===== config.mk =====
export PLATFORM = sky130hd
export DESIGN_NAME = q4bda_front
export DESIGN_NICKNAME = d
export VERILOG_FILES = /design/src/rtl/q4bda_pkg.sv /design/src/rtl/q4bda_front.sv
export SDC_FILE = /design/constraint.sdc
export NUM_CORES = 2
export LEC_CHECK = 0
export ABC_AREA = 1
export ABC_CLOCK_PERIOD_IN_PS = 11570
export BUFFER_PORTS_ARGS = -buffer_cell sky130_fd_sc_hd__buf_4
export CAP_MARGIN = 20
export CORE_UTILIZATION = 35
export DETAILED_ROUTE_END_ITERATION = 16
export SYNTH_ARGS = -nofsm -noshare
export SYNTH_HDL_FRONTEND = slang
export SYNTH_SLANG_ARGS = --single-unit

===== constraint.sdc =====
create_clock -name vclk -period 11.57
set_clock_uncertainty 0.05 [all_clocks]
set_input_delay 1.157 -clock vclk [all_inputs]
set_output_delay 1.157 -clock vclk [all_outputs]
set_load 0.005 [all_outputs]

===== src/rtl/q4bda_pkg.sv =====
// ----------------------------------------------------------------------------
// q4bda_pkg
// types, constants and helpers shared by the q4 block dot accumulator
// ----------------------------------------------------------------------------
`default_nettype none

package q4bda_pkg;

   localparam int BLOCK_ELEMS = 32;
   localparam int LANE_GROUPS = 4;
   localparam int GROUP_ELEMS = BLOCK_ELEMS / LANE_GROUPS;
   localparam int PART_W      = 16;
   localparam int DOT_W       = 18;
   localparam int QUEUE_DEPTH = 4;
   localparam int QPTR_W      = $clog2(QUEUE_DEPTH);
   localparam int QCNT_W      = $clog2(QUEUE_DEPTH + 1);
   localparam int NIB_BIAS    = 8;
   localparam logic [63:0] ACC_MAX = 64'h7FFF_FFFF_FFFF_FFFF;
   localparam logic [63:0] ACC_MIN = 64'h8000_0000_0000_0000;
   localparam logic [95:0] ROUND_HALF = 96'h8000;
   localparam logic [31:0] SCALE_RESET = 32'h0001_0000;

   // register indexes of the csr port
   localparam logic CSR_FORMAT_MODE = 1'b0;
   localparam logic CSR_ACT_SCALE   = 1'b1;

   typedef enum logic [1:0] {
      CLS_FIN  = 2'd0,
      CLS_PINF = 2'd1,
      CLS_NINF = 2'd2,
      CLS_NAN  = 2'd3
   } cls_type;

   typedef enum logic [2:0] {
      S_IDLE,
      S_TERM,
      S_ACC,
      S_MUL_LO,
      S_MUL_HI,
      S_ROUND
   } state_type;

   // decoded fp16 operand
   typedef struct packed {
      logic        neg;
      logic        special;
      logic        nan_f;
      logic [10:0] mant;
      logic [4:0]  shift;
   } half_type;

   typedef struct packed {
      logic signed [LANE_GROUPS-1:0][PART_W-1:0] part;
      half_type           d;
      half_type           m;
      logic signed [12:0] act_sum;
      logic               last;
   } entry_type;

   function automatic half_type half_decode(input logic [15:0] h);
      half_type r;
      r.neg     = h[15];
      r.special = (h[14:10] == 5'h1F);
      r.nan_f   = (h[9:0] != 10'd0);
      r.mant    = (h[14:10] == 5'd0) ? {1'b0, h[9:0]} : {1'b1, h[9:0]};
      r.shift   = (h[14:10] == 5'd0) ? 5'd0 : h[14:10] - 5'd1;
      return r;
   endfunction

   function automatic cls_type half_cls(input half_type h, input logic k_zero,
                                        input logic k_neg);
      cls_type r;
      if (!h.special)
         r = CLS_FIN;
      else if (h.nan_f || k_zero)
         r = CLS_NAN;
      else if (h.neg != k_neg)
         r = CLS_NINF;
      else
         r = CLS_PINF;
      return r;
   endfunction

   function automatic cls_type merge_cls(input cls_type a, input cls_type b);
      cls_type r;
      if (a == CLS_FIN)
         r = b;
      else if (b == CLS_FIN)
         r = a;
      else if (a == b)
         r = a;
      else
         r = CLS_NAN;
      return r;
   endfunction

endpackage

`default_nettype wire


===== src/rtl/q4bda_front.sv =====
// ----------------------------------------------------------------------------
// q4bda_front
// lane multiplies, group sums and fp16 decode of one incoming block
// ----------------------------------------------------------------------------
`default_nettype none

module q4bda_front (
   input  wire logic        format_mode,
   input  wire logic [63:0] nibbles_low,
   input  wire logic [63:0] nibbles_high,
   input  wire logic [63:0] act_word_0,
   input  wire logic [63:0] act_word_1,
   input  wire logic [63:0] act_word_2,
   input  wire logic [63:0] act_word_3,
   input  wire logic [15:0] block_scale,
   input  wire logic [15:0] block_offset,
   input  wire logic signed [12:0] act_sum,
   input  wire logic        last_block,
   output q4bda_pkg::entry_type entry
);

   logic [255:0] acts;
   logic [127:0] nibs;
   logic signed [4:0]  bias;
   logic signed [q4bda_pkg::BLOCK_ELEMS-1:0][12:0] prod;

   assign acts = {act_word_3, act_word_2, act_word_1, act_word_0};
   assign nibs = {nibbles_high, nibbles_low};
   assign bias = format_mode ? 5'sd0 : 5'(q4bda_pkg::NIB_BIAS);

   // low nibble of byte j meets activation j, high nibble activation j+16
   always_comb begin
      for (int j = 0; j < q4bda_pkg::BLOCK_ELEMS / 2; j++) begin
         prod[j] = $signed(acts[8*j +: 8])
                 * ($signed({1'b0, nibs[8*j +: 4]}) - bias);
         prod[j + q4bda_pkg::BLOCK_ELEMS / 2] =
                   $signed(acts[8*(j + q4bda_pkg::BLOCK_ELEMS / 2) +: 8])
                 * ($signed({1'b0, nibs[8*j + 4 +: 4]}) - bias);
      end
   end

   always_comb begin
      for (int g = 0; g < q4bda_pkg::LANE_GROUPS; g++) begin
         entry.part[g] = '0;
         for (int k = 0; k < q4bda_pkg::GROUP_ELEMS; k++)
            entry.part[g] = entry.part[g]
               + q4bda_pkg::PART_W'($signed(prod[g*q4bda_pkg::GROUP_ELEMS + k]));
      end
      entry.d       = q4bda_pkg::half_decode(block_scale);
      entry.m       = q4bda_pkg::half_decode(block_offset);
      entry.act_sum = act_sum;
      entry.last    = last_block;
   end

endmodule

`default_nettype wire


# Word-level counts from Yosys, hierarchy flattened

Index checks and enable logic that the tools add are counted.

Output and inout port bits: 116
Word-level logic and storage cells: 105
Register bits after elaboration: 0
Input bits: 431

Multiplexer cells: 5
Multiply operators: 32
Add/sub/neg operators: 62
Reduce and logical (&&, ||, !) cells: 4
Equality and inequality tests: 2

Operators by type and width:

| operator                                         | number |
|---|---|
| multiplier 8 x 5 -> 13 bit                       | 32 |
| adder 16 bit                                     | 16 |
| subtractor 4 x 4 -> 5 bit                        | 32 |
| adder 15 x 13 -> 16 bit                          | 4 |
| adder 14 x 13 -> 15 bit                          | 4 |
| adder 13 x 13 -> 14 bit                          | 4 |
| two-way mux 11 bit                               | 2 |
| nonzero test 10 bit                              | 2 |
| == test 5 bit, second input constant             | 2 |
| zero test 5 bit                                  | 2 |
| two-way mux 5 bit                                | 2 |
| subtractor 5 x 1 -> 5 bit, second input constant | 2 |
| two-way mux 4 bit                                | 1 |

# Longest topological paths before layout

Word-level depth: 10
Mapped depth: 42
Gate-level depth less buffers: 42

# Least setup slack after synthesis

OpenSTA, ideal clock, no wires.

Path kind: input to output
Start: in format_mode
End: out entry[67] in the netlist's numbering
Slack: 915 ps
Arrival time: 9,448 ps
Path buffers: 0
Stages on the path: 34
Required time: 10,363 ps
Cell sequence: inv_1 -> ha_1 -> clkinv_1 -> or2_2 -> fa_1 -> fa_1 -> fa_1 -> inv_1 -> ha_1 -> a21oi_1 -> o21bai_1 -> nand2_1 -> nand3_1 -> inv_1 -> nand2_1 -> nand2_1 -> fa_1 -> inv_1 -> fa_1 -> fa_1 -> inv_1 -> fa_1 -> inv_2 -> fa_1 -> fa_1 -> fa_1 -> inv_1 -> ha_1 -> a21o_1 -> nor2_1 -> nand2_1 -> nor2_1 -> nand3_1 -> nand2_1

RTL lines:

| element            | RTL line          | source |
|---|---|---|
| start: declaration | q4bda_front.sv:8  | `input wire logic format_mode,` |
| end: declaration   | q4bda_front.sv:19 | `output q4bda_pkg::entry_type entry` |

==> impl_results.md <==
* Status: complete, no violations
* Slew Viols, Final at 0
* CP max FO at 8
* Post-synthesis net count at 10059
* Fin nets at 10459
* Setup_tns at 0 ns
* Area growth, synth to finish at 11.09%
* Port bufs at 515
* First-pass GRT wire length at 253900 µm
* GP Congestion at 0.9127
* Yosys synthesis warning count at 0
* Grt ovf at 0
* Avg Cell Area, Syn at 7.699 µm²
* Fin. Hold Viols at 0
* Crit Path Category: in2out
* RSZ-0062 raised after global routing: true
* Max-cap viol count at 0
* Worst-Margin Slew at 0.5989 ns
* Initial DRC Count at 2151
* Number of iterations in the first detailed-routing pass at 6
* FF+latch area at 0 µm²
* Mapped Cells at 7648
* Dpl hpwl at 145600 µm
* Hold crit path type: in2out
* Sequential share of the synthesized area at 0
* Worst Min Path Start: act_sum[11]
* Vias per Instance at 4.432
* Slew HR at 0.5994
* Dominant cell type by area after synthesis: fa_1
* Largest family of logic cells by synthesized area: adder cells
* Unique masters post-synth at 35
* Commonest non-fill, non-tap cell in the layout: inv_1
* Synth area leaders: fa_1 (47%), inv_1 (18%), ha_1 (12%)
* Routed WL at 155400 µm
* Worst EP required at 10.36 ns
* F_max at 0.08922 GHz
* Wirelength per Cell at 15.15 µm
* I/O pin total at 547
* Final min period at 11.21 ns
* Adder-cell share of the synthesized area at 0.5982
* Global Route Usage Sum at 0.1884
* DIE AREA at 169900 µm²
* Yosys top cell area share at 0.4733
* CP most frequent cell: fa_1
* Hold Path Depth at 0
* Share of layout cells above drive strength 1 at 0.08812
* Via count at 45478
* Hold endpoint: entry[12]
* Post-Synth Simple-Gate Area at 0.1485
* Initial core utilization at 0.3525
* Final period utilization at 0.9688
* Seq_cells at 0
* Setup WS pre-CTS at 0.1741 ns
* Critical path capture point type: output port
* Post-DRT Antenna Nets at 0
* Post-Synth XOR/XNOR Area at 0.03194
* Commonest non-fill, non-tap cells in the layout: inv_1 (2807), nand2_1 (1493), fa_1 (1387)
* Initial antenna violation count at 45
* Die Ht at 412.2 µm
* Slowest-stage cell, CP: fa_1
* Final design utilization at 0.3916
* Final setup margin at 0.3615 ns
* Count of clock buffers in the final design at 0
* # setup viols final at 0
* Floorplan row count at 150
* Crit path largest cell delay at 0.57 ns
* Die width at 412.2 µm
* Core area at 167000 µm²
* Synth Area in Compound Gates at 0.02909
* Mapped Area at 58880 µm²
* Proportion of synthesized area in mux cells at 0
* Crit path launch type: input port
* Worst Path Arrival at 10.00 ns
* Vias in the first global route at 48870
* DRC at 0
* Largest net degree at the start of global routing at 17
==> per-layer routing <==
| metal | vias up | wire [µm] | track usage |
|---|---|---|---|
| met1 | 22315 | 65340 | 0.2399 |
| met2 | 952 | 76380 | 0.3303 |
| met4 | 64 | 3397 | 0.03793 |
| met5 | - | 418 | 0 |
| met3 | 188 | 9898 | 0.03597 |
| li1 | 21959 | - | - |
==> worst max-delay path by stage <==
stage               cells after the start  slack, ns        end   startpoint
floorplan                              34       0.92  entry[67]  format_mode
global placement                       38       0.26  entry[65]  format_mode
detailed placement                     39       0.17  entry[82]  format_mode
CTS                                    39       0.14  entry[82]  format_mode
global route                           39      -0.04  entry[82]  format_mode
finish                                 35       0.36  entry[64]  format_mode
==> final cells by class <==
cell class                      instances  area, µm²
Tap cell                             2204       2758
Fill cell                           17467     101600
Antenna cell                           11      27.53
Inverter                             2837      10690
Multi-Input combinational cell       4671      47820
Timing Repair Buffer                  538       4121
==> synth_stat cells, drive strengths merged <==
master,number
a21boi,21
a21o,16
a21oi,130
a31oi,18
buf,44
clkbuf,96
clkinv,15
fa,1392
ha,588
inv,2822
nand2,1500
nand3,154
nand3b,16
nand4,9
nor2,432
nor3,16
nor4,6
o211ai,6
o21ai,72
o21bai,25
or2,57
xnor2,89
xor2,124
==> what timing repair did <==
action / CTS / global route
endpoints found under the hold margin: 0 / 0
setup endpoints to repair: 0 / 19
setup buffers: 0 / 9
resized for setup: 0 / 76
hold buffers: 0 / 0
==> critical path: cells and delay by family <==
family / cells / cell delay [ns]
compound gates: 2 / 0.26
fa+ha+maj: 13 / 5.93
simple gates: 6 / 0.92
buf+inv: 12 / 1.35
xor+xnor: 2 / 0.34
==> logic make-up after synthesis <==
group	after synthesis
buffers and inverters	2977
AND/OR/NAND/NOR	2190
adder cells (fa/ha/maj)	1980
AO/OA/AOI/OAI	288
XOR/XNOR	213
==> per-stage QoR <==
step,hold slack (ns),std cells,cell area [µm²]
floorplan,2.345,7648,58880
global placement,2.264,10240,64960
detailed placement,2.264,10240,64960
CTS,2.264,10240,64960
global route,2.264,10260,65410
finish,2.264,10261,65410
Power is left out: the tool's default activity adds up to more than one toggle a clock period on the data nets, which glitch-free logic cannot reach.
