===== src/rtl/q4bda_pkg.sv =====
// ----------------------------------------------------------------------------
// q4bda_pkg
// types, constants and helpers shared by the q4 block dot accumulator
// ----------------------------------------------------------------------------
`default_nettype none

package q4bda_pkg;

   localparam int BLOCK_ELEMS = 32;
   localparam int LANE_GROUPS = 4;
   localparam int GROUP_ELEMS = BLOCK_ELEMS / LANE_GROUPS;
   localparam int PART_W      = 16;
   localparam int DOT_W       = 18;
   localparam int QUEUE_DEPTH = 4;
   localparam int QPTR_W      = $clog2(QUEUE_DEPTH);
   localparam int QCNT_W      = $clog2(QUEUE_DEPTH + 1);
   localparam int NIB_BIAS    = 8;
   localparam logic [63:0] ACC_MAX = 64'h7FFF_FFFF_FFFF_FFFF;
   localparam logic [63:0] ACC_MIN = 64'h8000_0000_0000_0000;
   localparam logic [95:0] ROUND_HALF = 96'h8000;
   localparam logic [31:0] SCALE_RESET = 32'h0001_0000;

   // register indexes of the csr port
   localparam logic CSR_FORMAT_MODE = 1'b0;
   localparam logic CSR_ACT_SCALE   = 1'b1;

   typedef enum logic [1:0] {
      CLS_FIN  = 2'd0,
      CLS_PINF = 2'd1,
      CLS_NINF = 2'd2,
      CLS_NAN  = 2'd3
   } cls_type;

   typedef enum logic [2:0] {
      S_IDLE,
      S_TERM,
      S_ACC,
      S_MUL_LO,
      S_MUL_HI,
      S_ROUND
   } state_type;

   // decoded fp16 operand
   typedef struct packed {
      logic        neg;
      logic        special;
      logic        nan_f;
      logic [10:0] mant;
      logic [4:0]  shift;
   } half_type;

   typedef struct packed {
      logic signed [LANE_GROUPS-1:0][PART_W-1:0] part;
      half_type           d;
      half_type           m;
      logic signed [12:0] act_sum;
      logic               last;
   } entry_type;

   function automatic half_type half_decode(input logic [15:0] h);
      half_type r;
      r.neg     = h[15];
      r.special = (h[14:10] == 5'h1F);
      r.nan_f   = (h[9:0] != 10'd0);
      r.mant    = (h[14:10] == 5'd0) ? {1'b0, h[9:0]} : {1'b1, h[9:0]};
      r.shift   = (h[14:10] == 5'd0) ? 5'd0 : h[14:10] - 5'd1;
      return r;
   endfunction

   function automatic cls_type half_cls(input half_type h, input logic k_zero,
                                        input logic k_neg);
      cls_type r;
      if (!h.special)
         r = CLS_FIN;
      else if (h.nan_f || k_zero)
         r = CLS_NAN;
      else if (h.neg != k_neg)
         r = CLS_NINF;
      else
         r = CLS_PINF;
      return r;
   endfunction

   function automatic cls_type merge_cls(input cls_type a, input cls_type b);
      cls_type r;
      if (a == CLS_FIN)
         r = b;
      else if (b == CLS_FIN)
         r = a;
      else if (a == b)
         r = a;
      else
         r = CLS_NAN;
      return r;
   endfunction

endpackage

`default_nettype wire


===== src/rtl/q4bda_queue.sv =====
// ----------------------------------------------------------------------------
// q4bda_queue
// short fifo of decoded blocks between front and back
// ----------------------------------------------------------------------------
`default_nettype none

module q4bda_queue (
   input  wire logic                 clock,
   input  wire logic                 reset,
   input  wire logic                 push,
   input  wire q4bda_pkg::entry_type push_entry,
   input  wire logic                 pop,
   output q4bda_pkg::entry_type      head,
   output logic                      full,
   output logic                      empty
);

   q4bda_pkg::entry_type mem [q4bda_pkg::QUEUE_DEPTH];
   logic [q4bda_pkg::QPTR_W-1:0] wr_ptr_ff, wr_ptr_in, rd_ptr_ff, rd_ptr_in;
   logic [q4bda_pkg::QCNT_W-1:0] count_ff, count_in;

   assign full  = (count_ff == q4bda_pkg::QCNT_W'(q4bda_pkg::QUEUE_DEPTH));
   assign empty = (count_ff == '0);
   assign head  = mem[rd_ptr_ff];

   always_comb begin
      wr_ptr_in = push ? wr_ptr_ff + 1'b1 : wr_ptr_ff;
      rd_ptr_in = pop ? rd_ptr_ff + 1'b1 : rd_ptr_ff;
      count_in  = count_ff + q4bda_pkg::QCNT_W'(push) - q4bda_pkg::QCNT_W'(pop);
   end

   always_ff @(posedge clock) begin
      if (push)
         mem[wr_ptr_ff] <= push_entry;
   end

   always_ff @(posedge clock) begin
      if (reset) begin
         wr_ptr_ff <= '0;
         rd_ptr_ff <= '0;
         count_ff  <= '0;
      end else begin
         wr_ptr_ff <= wr_ptr_in;
         rd_ptr_ff <= rd_ptr_in;
         count_ff  <= count_in;
      end
   end

endmodule

`default_nettype wire


===== config.mk =====
export PLATFORM = sky130hd
export DESIGN_NAME = q4bda_queue
export DESIGN_NICKNAME = d
export VERILOG_FILES = /design/src/rtl/q4bda_pkg.sv /design/src/rtl/q4bda_queue.sv
export SDC_FILE = /design/constraint.sdc
export NUM_CORES = 1
export LEC_CHECK = 0
export BUFFER_PORTS_ARGS = -buffer_cell sky130_fd_sc_hd__buf_2
export CAP_MARGIN = 20
export CORE_AREA = 2 2 165 199
export DETAILED_ROUTE_END_ITERATION = 7
export DIE_AREA = 0 0 167 201
export PLACE_DENSITY = 0.76
export SLEW_MARGIN = 40
export SYNTH_ARGS = -nofsm -noshare
export SYNTH_HDL_FRONTEND = slang
export SYNTH_SLANG_ARGS = --single-unit

===== constraint.sdc =====
create_clock -name clock -period 4.8 [get_ports clock]
set_input_delay 0 -clock clock [delete_from_list [all_inputs] [get_ports clock]]
set_output_delay 0 -clock clock [all_outputs]
set_load 0.02 [all_outputs]

======== Word-level counts from Yosys, hierarchy flattened ========
Memories as Yosys holds them, arrays and structs flattened. A register that Yosys moved wholly into a read port is not among the register bits.
Index checks and enable logic that the tools add are counted.
Widths: inputs -> output; s select.
word-level totals
  register bits after elaboration ......... 7
  RAM bits ................................ 464
  input port bits ......................... 120
  output and inout port bits .............. 118
  logic and storage cells ................. 14
  memories ................................ 1
operators by class
  $add $sub $neg .......................... 4
  equal/unequal tests ..................... 1
  muxes and demuxes ....................... 4
  reduce and logical (&&, ||, !) cells .... 1
memories
  name  depth  width  rd ports  clocked after memory_dff  wr ports  line               source
  mem   4      116    1         1                         1         q4bda_queue.sv:18  q4bda_pkg::entry_type mem [q4bda_pkg::QUEUE_DEPTH];
operator list
  cell                 count
  $add 2x1->2 const B  2
  $mux 2               2
  $add 3x1->3          1
  $eq 3x3->1 const B   1
  $logic_not 3->1      1
  $sub 3x1->3          1
  $mux 1               2

======== Longest topological paths before layout ========
  depth after elaboration ................. 3
  gate-level depth with buffers ........... 7
  mapped depth without buffers ............ 7

======== Worst setup path after synthesis ========
No wires, ideal clock.
  path type ............................... reg-to-reg
  start ................................... register wr_ptr_ff[0] (netlist bit)
  end ..................................... memory mem[0][0] (netlist bit) (enable)
  setup time .............................. 0.488 ns
  arrival time ............................ 3.212 ns
  data required time ...................... 4.312 ns
  path slack .............................. 1.100 ns
  stages on the path, launching flop included .. 4
  buffers on the path ..................... 0
  clock period less this slack ............ 3.700 ns
  cell sequence ........................... dfxtp_1 -> inv_1 -> ha_1 -> and2_1
RTL lines
  item                    line               source
  from (decl)             q4bda_queue.sv:19  logic [q4bda_pkg::QPTR_W-1:0] wr_ptr_ff, wr_ptr_in, rd_ptr_ff, rd_ptr_in;
  from (signal assigned)  q4bda_queue.sv:43  wr_ptr_ff <= wr_ptr_in;
  to (decl)               q4bda_queue.sv:18
No word-level cell before the write port.

==> flow_results.org <==
** Synth
- After synthesis the cells add up to 17100 um^2.
- Area share of fa/ha/maj cells after synthesis :: 0.555%
- Post-Synthesis Mean Instance Area :: 26.5 um^2
- For this run, the leading register cell type out of synthesis is sky130_fd_sc_hd__edfxtp_1.
- Combinational family with the most area after synthesis :: multiplexers
- Area share of xor/xnor cells in the synthesized design :: 0.241%
- Area share of the largest cell type after synthesis :: 81.3%
- Library cell with the largest summed area after synthesis :: sky130_fd_sc_hd__edfxtp_1
- Share of synthesized area spent on multiplexers :: 15.3%
- Number of synthesized flops with an enable pin :: 464
- Counting every instance in the synthesized netlist gives 648.
- Ranked by total cell area, the synthesized netlist is headed by sky130_fd_sc_hd__edfxtp_1 81%, sky130_fd_sc_hd__mux4_2 15%, sky130_fd_sc_hd__dfxtp_1 1.1%.
- Yosys printed 0 warnings.
- Share of the yosys chip area belonging to registers :: 82.3%
- Total of flip-flops plus latches after synthesis :: 473
- Dominant cell by count in the synthesized netlist :: sky130_fd_sc_hd__edfxtp_1
- Synth unique cells :: 20
- When the netlist entered floorplanning its net count stood at 775.
- The synthesized netlist devotes 0.0876% of its cell area to compound gates.
- Fraction of synthesis flops using an asynchronous set or reset pin :: 0%
- Summing the areas of all and, or, nand and nor instances in the mapped netlist gives 0.438% of the synthesized area.
- The commonest cells after synthesis are 464 x sky130_fd_sc_hd__edfxtp_1, 116 x sky130_fd_sc_hd__mux4_2, 13 x sky130_fd_sc_hd__buf_2.

** STA
- Setup repair after global routing left no endpoint under its margin.
- On the final layout, the worst clock skew is 0.0121 ns.
- Measured against its own limit, the worst slew margin works out to 49.1%.
- The worst path uses 55.8% of the clock period.
- Maximum frequency from static timing analysis :: 373 MHz
- On the final layout, the worst hold slack is 0.213 ns.
- Final max-slew violation count :: 0
- Final TNS setup :: 0 ns
- For the pin with the worst max-slew slack, the measured transition is 0.763 ns.
- After layout, the minimum clock period comes to 2.68 ns.
- Hold Fails Final Rpt :: 0
- Finish-stage setup viols :: 0

** Place
- Placed insts :: 1274
- After legalization and detailed placement, the total HPWL measured 18200 um.
- Number of buffers added on ports :: 237
- Final weighted congestion of routability-driven global placement :: 0.730

** Global route
- The number of global-route vias before repair came to 9032.
- The initial antenna violation count was 5.
- For this run the aggregate overflow at the end of global routing stands at 0.
- The first global-routing pass estimated 49700 um of wire.
- Global routing used 19.4% of the available tracks.
- Entering global routing, the biggest net connects 74 pins.

** Power and ir drop
- The design draws 0.00927 W.
- Net switching is 22.3% of the power.
- Sequential power share :: 51.9%
- Combinational logic burns 11.2% of the power.
- Summed over all nets, the switching power comes to 0.00207 W.
- PwrDens :: 431 nW/um^2
- The worst-case IR drop observed on VDD is 291 uV.
- Cell internal power was estimated by the tool at 0.00720 W.
- Leakage power :: 7.31 nW
- Share of total power in the clock network :: 36.9%

** Layout
- Final design utilization :: 67.6%
- Fill cells in the final layout number 1933.
- Relative to the synthesized area, the layout overhead comes to 25.4%.
- Net count of the finished layout :: 1162
- Fraction of final layout cells sized beyond drive strength 1 :: 40.7%
- Final std cells w/o fill :: 1479

** Setup path
- The worst setup path is captured at an output pin.
- Category of the worst setup path launch point :: register
- At the worst endpoint, the arrival time is 2.68 ns.
- CP max FO :: 26
- The critical path in this run is classified as reg2out.
- Required time at the worst-slack endpoint :: 4.80 ns

** Route
- Final Routed Wirelength :: 32500 um
- The detail route stage leaves a number of antenna-violating nets equal to 0.
- The first TritonRoute pass finished after 4 iterations.
- Dividing the detail-routed wire length by the instance count gives 21.9 um.
- Residual DRC :: 0
- Total via count after detailed routing :: 8084
- Initial DRC Count :: 619
- Routed vias/inst :: 5.47

** Clock network
- After clock tree synthesis, the repair step resized 0 gates.
- Total clock sinks :: 473
- Clock-pin slew was measured on the worst setup and hold paths at 0.06 ns.
- TritonCTS buffer count :: 45
- In this run the number of H-tree levels came out at 2.
- Counting along the longest clock path gives a buffer depth of 3.
- TritonCTS built the clock tree.
- For the worst-skew pair, the clock arrives at the later sink with an insertion delay of 0.53 ns.
- Root buf cell :: sky130_fd_sc_hd__clkbuf_16

** Floorplanning
- In this run the count of I/O pins placed on the die edge is 238.
- The die covers 33600 um^2.
- Starting density of the core :: 53.9%
- Core Box Area :: 31800 um^2
- Number of cell rows :: 72
- The floorplan step set the die width to 167 um.
- Die height :: 201 um

** Run
- Maximum capacitance violations :: 0

** Min path
- Worst hold path type :: in2reg

** Run status
- The flow ran to the end, and the final reports show no timing, DRC or antenna violations.
[cells by family after synthesis]
| family | count (synthesis) |
|---|---|
| fa+ha+maj | 7 |
| buf+inv | 32 |
| mux | 117 |
| xor+xnor | 3 |
| flops | 473 |
| simple gates | 14 |
| compound gates | 2 |
[placed cells by master (no fill, tap or decap), types with 5 or more instances in the layout]
cell and instances:
sky130_fd_sc_hd__buf_2 237, sky130_fd_sc_hd__clkinv_1 7, sky130_fd_sc_hd__clkbuf_1 7, sky130_fd_sc_hd__ha_1 6, sky130_fd_sc_hd__nor2_1 5, sky130_fd_sc_hd__clkinv_2 10, sky130_fd_sc_hd__edfxtp_1 464, sky130_fd_sc_hd__bufinv_16 5
sky130_fd_sc_hd__buf_12 8, sky130_fd_sc_hd__dfxtp_1 7, sky130_fd_sc_hd__clkbuf_16 45, sky130_fd_sc_hd__dlygate4sd3_1 120, sky130_fd_sc_hd__inv_1 6, sky130_fd_sc_hd__mux4_2 116
[layout make-up]
class                   count  area [um^2]  share of cell area (%)
repair buffers            366         2550                    11.9
multi-input cells         143         2860                    13.3
clock buffers              52         1150                    5.36
clock inverters            28          277                    1.29
inverters                   6         22.5                   0.105
well taps                 407          509                    2.37
diodes                      4         10.0                  0.0465
flip-flops and latches    473        14100                    65.7
[per-layer routing]
metal  global-route usage, %  part of all wire [%]  vias to the layer above
met4                    7.02                   3.0                        2
li1                        -                     -                     3571
met3                    4.02                   5.6                       64
met2                    34.2                    53                      258
met1                    23.8                    38                     4189
met5                       0                 0.040                        -
[sequential cells by signal, indices dropped and copies added (netlist names), named ones only]
signal     cells
rd_ptr_ff      2
count_ff       3
wr_ptr_ff      2
mem          464
[critical path: stages, from the launching register on]
cell and delay [ns]:
sky130_fd_sc_hd__dfxtp_4 0.61, sky130_fd_sc_hd__buf_12 0.29, sky130_fd_sc_hd__buf_4 0.45, sky130_fd_sc_hd__mux4_2 0.58
sky130_fd_sc_hd__buf_2 0.18
[power groups by stage]
stage / combinational, W / sequential, W / clock, W
after floorplan: 0.000632 / 0.00489 / 0
after global placement: 0.000930 / 0.00491 / 0
after detailed placement: 0.000958 / 0.00491 / 0
after CTS: 0.00104 / 0.00482 / 0.00348
after global routing: 0.00111 / 0.00482 / 0.00363
final: 0.00104 / 0.00481 / 0.00342
[through the flow]
stage | worst slack, ns | area (um^2)
2_1_floorplan | 1.10 | 17100
3_3_place_gp | 2.47 | 18800
5_1_grt | 1.92 | 21500
4_1_cts | 2.03 | 21500
6_report | 2.12 | 21500
3_5_place_dp | 2.61 | 18800
[worst paths after layout]
path / depth (start not counted) / startpoint / slack [ns] / to
worst max-delay path: 4 / register / 2.12 / head[1]
worst max register to register: 3 / wr_ptr_ff[0] / 2.66 / mem[1][91]
worst min register to register: 2 / rd_ptr_ff[0] / 0.58 / register
worst min-delay path: 2 / push_entry[12] / 0.21 / mem[0][12]
[repair_timing]
action	4_1_cts	5_1_grt
hold buffers	120	0
endpoints found under the hold margin	473	0
buffers inserted	0	0
No activity file was read; power rests on OpenSTA's default activity.
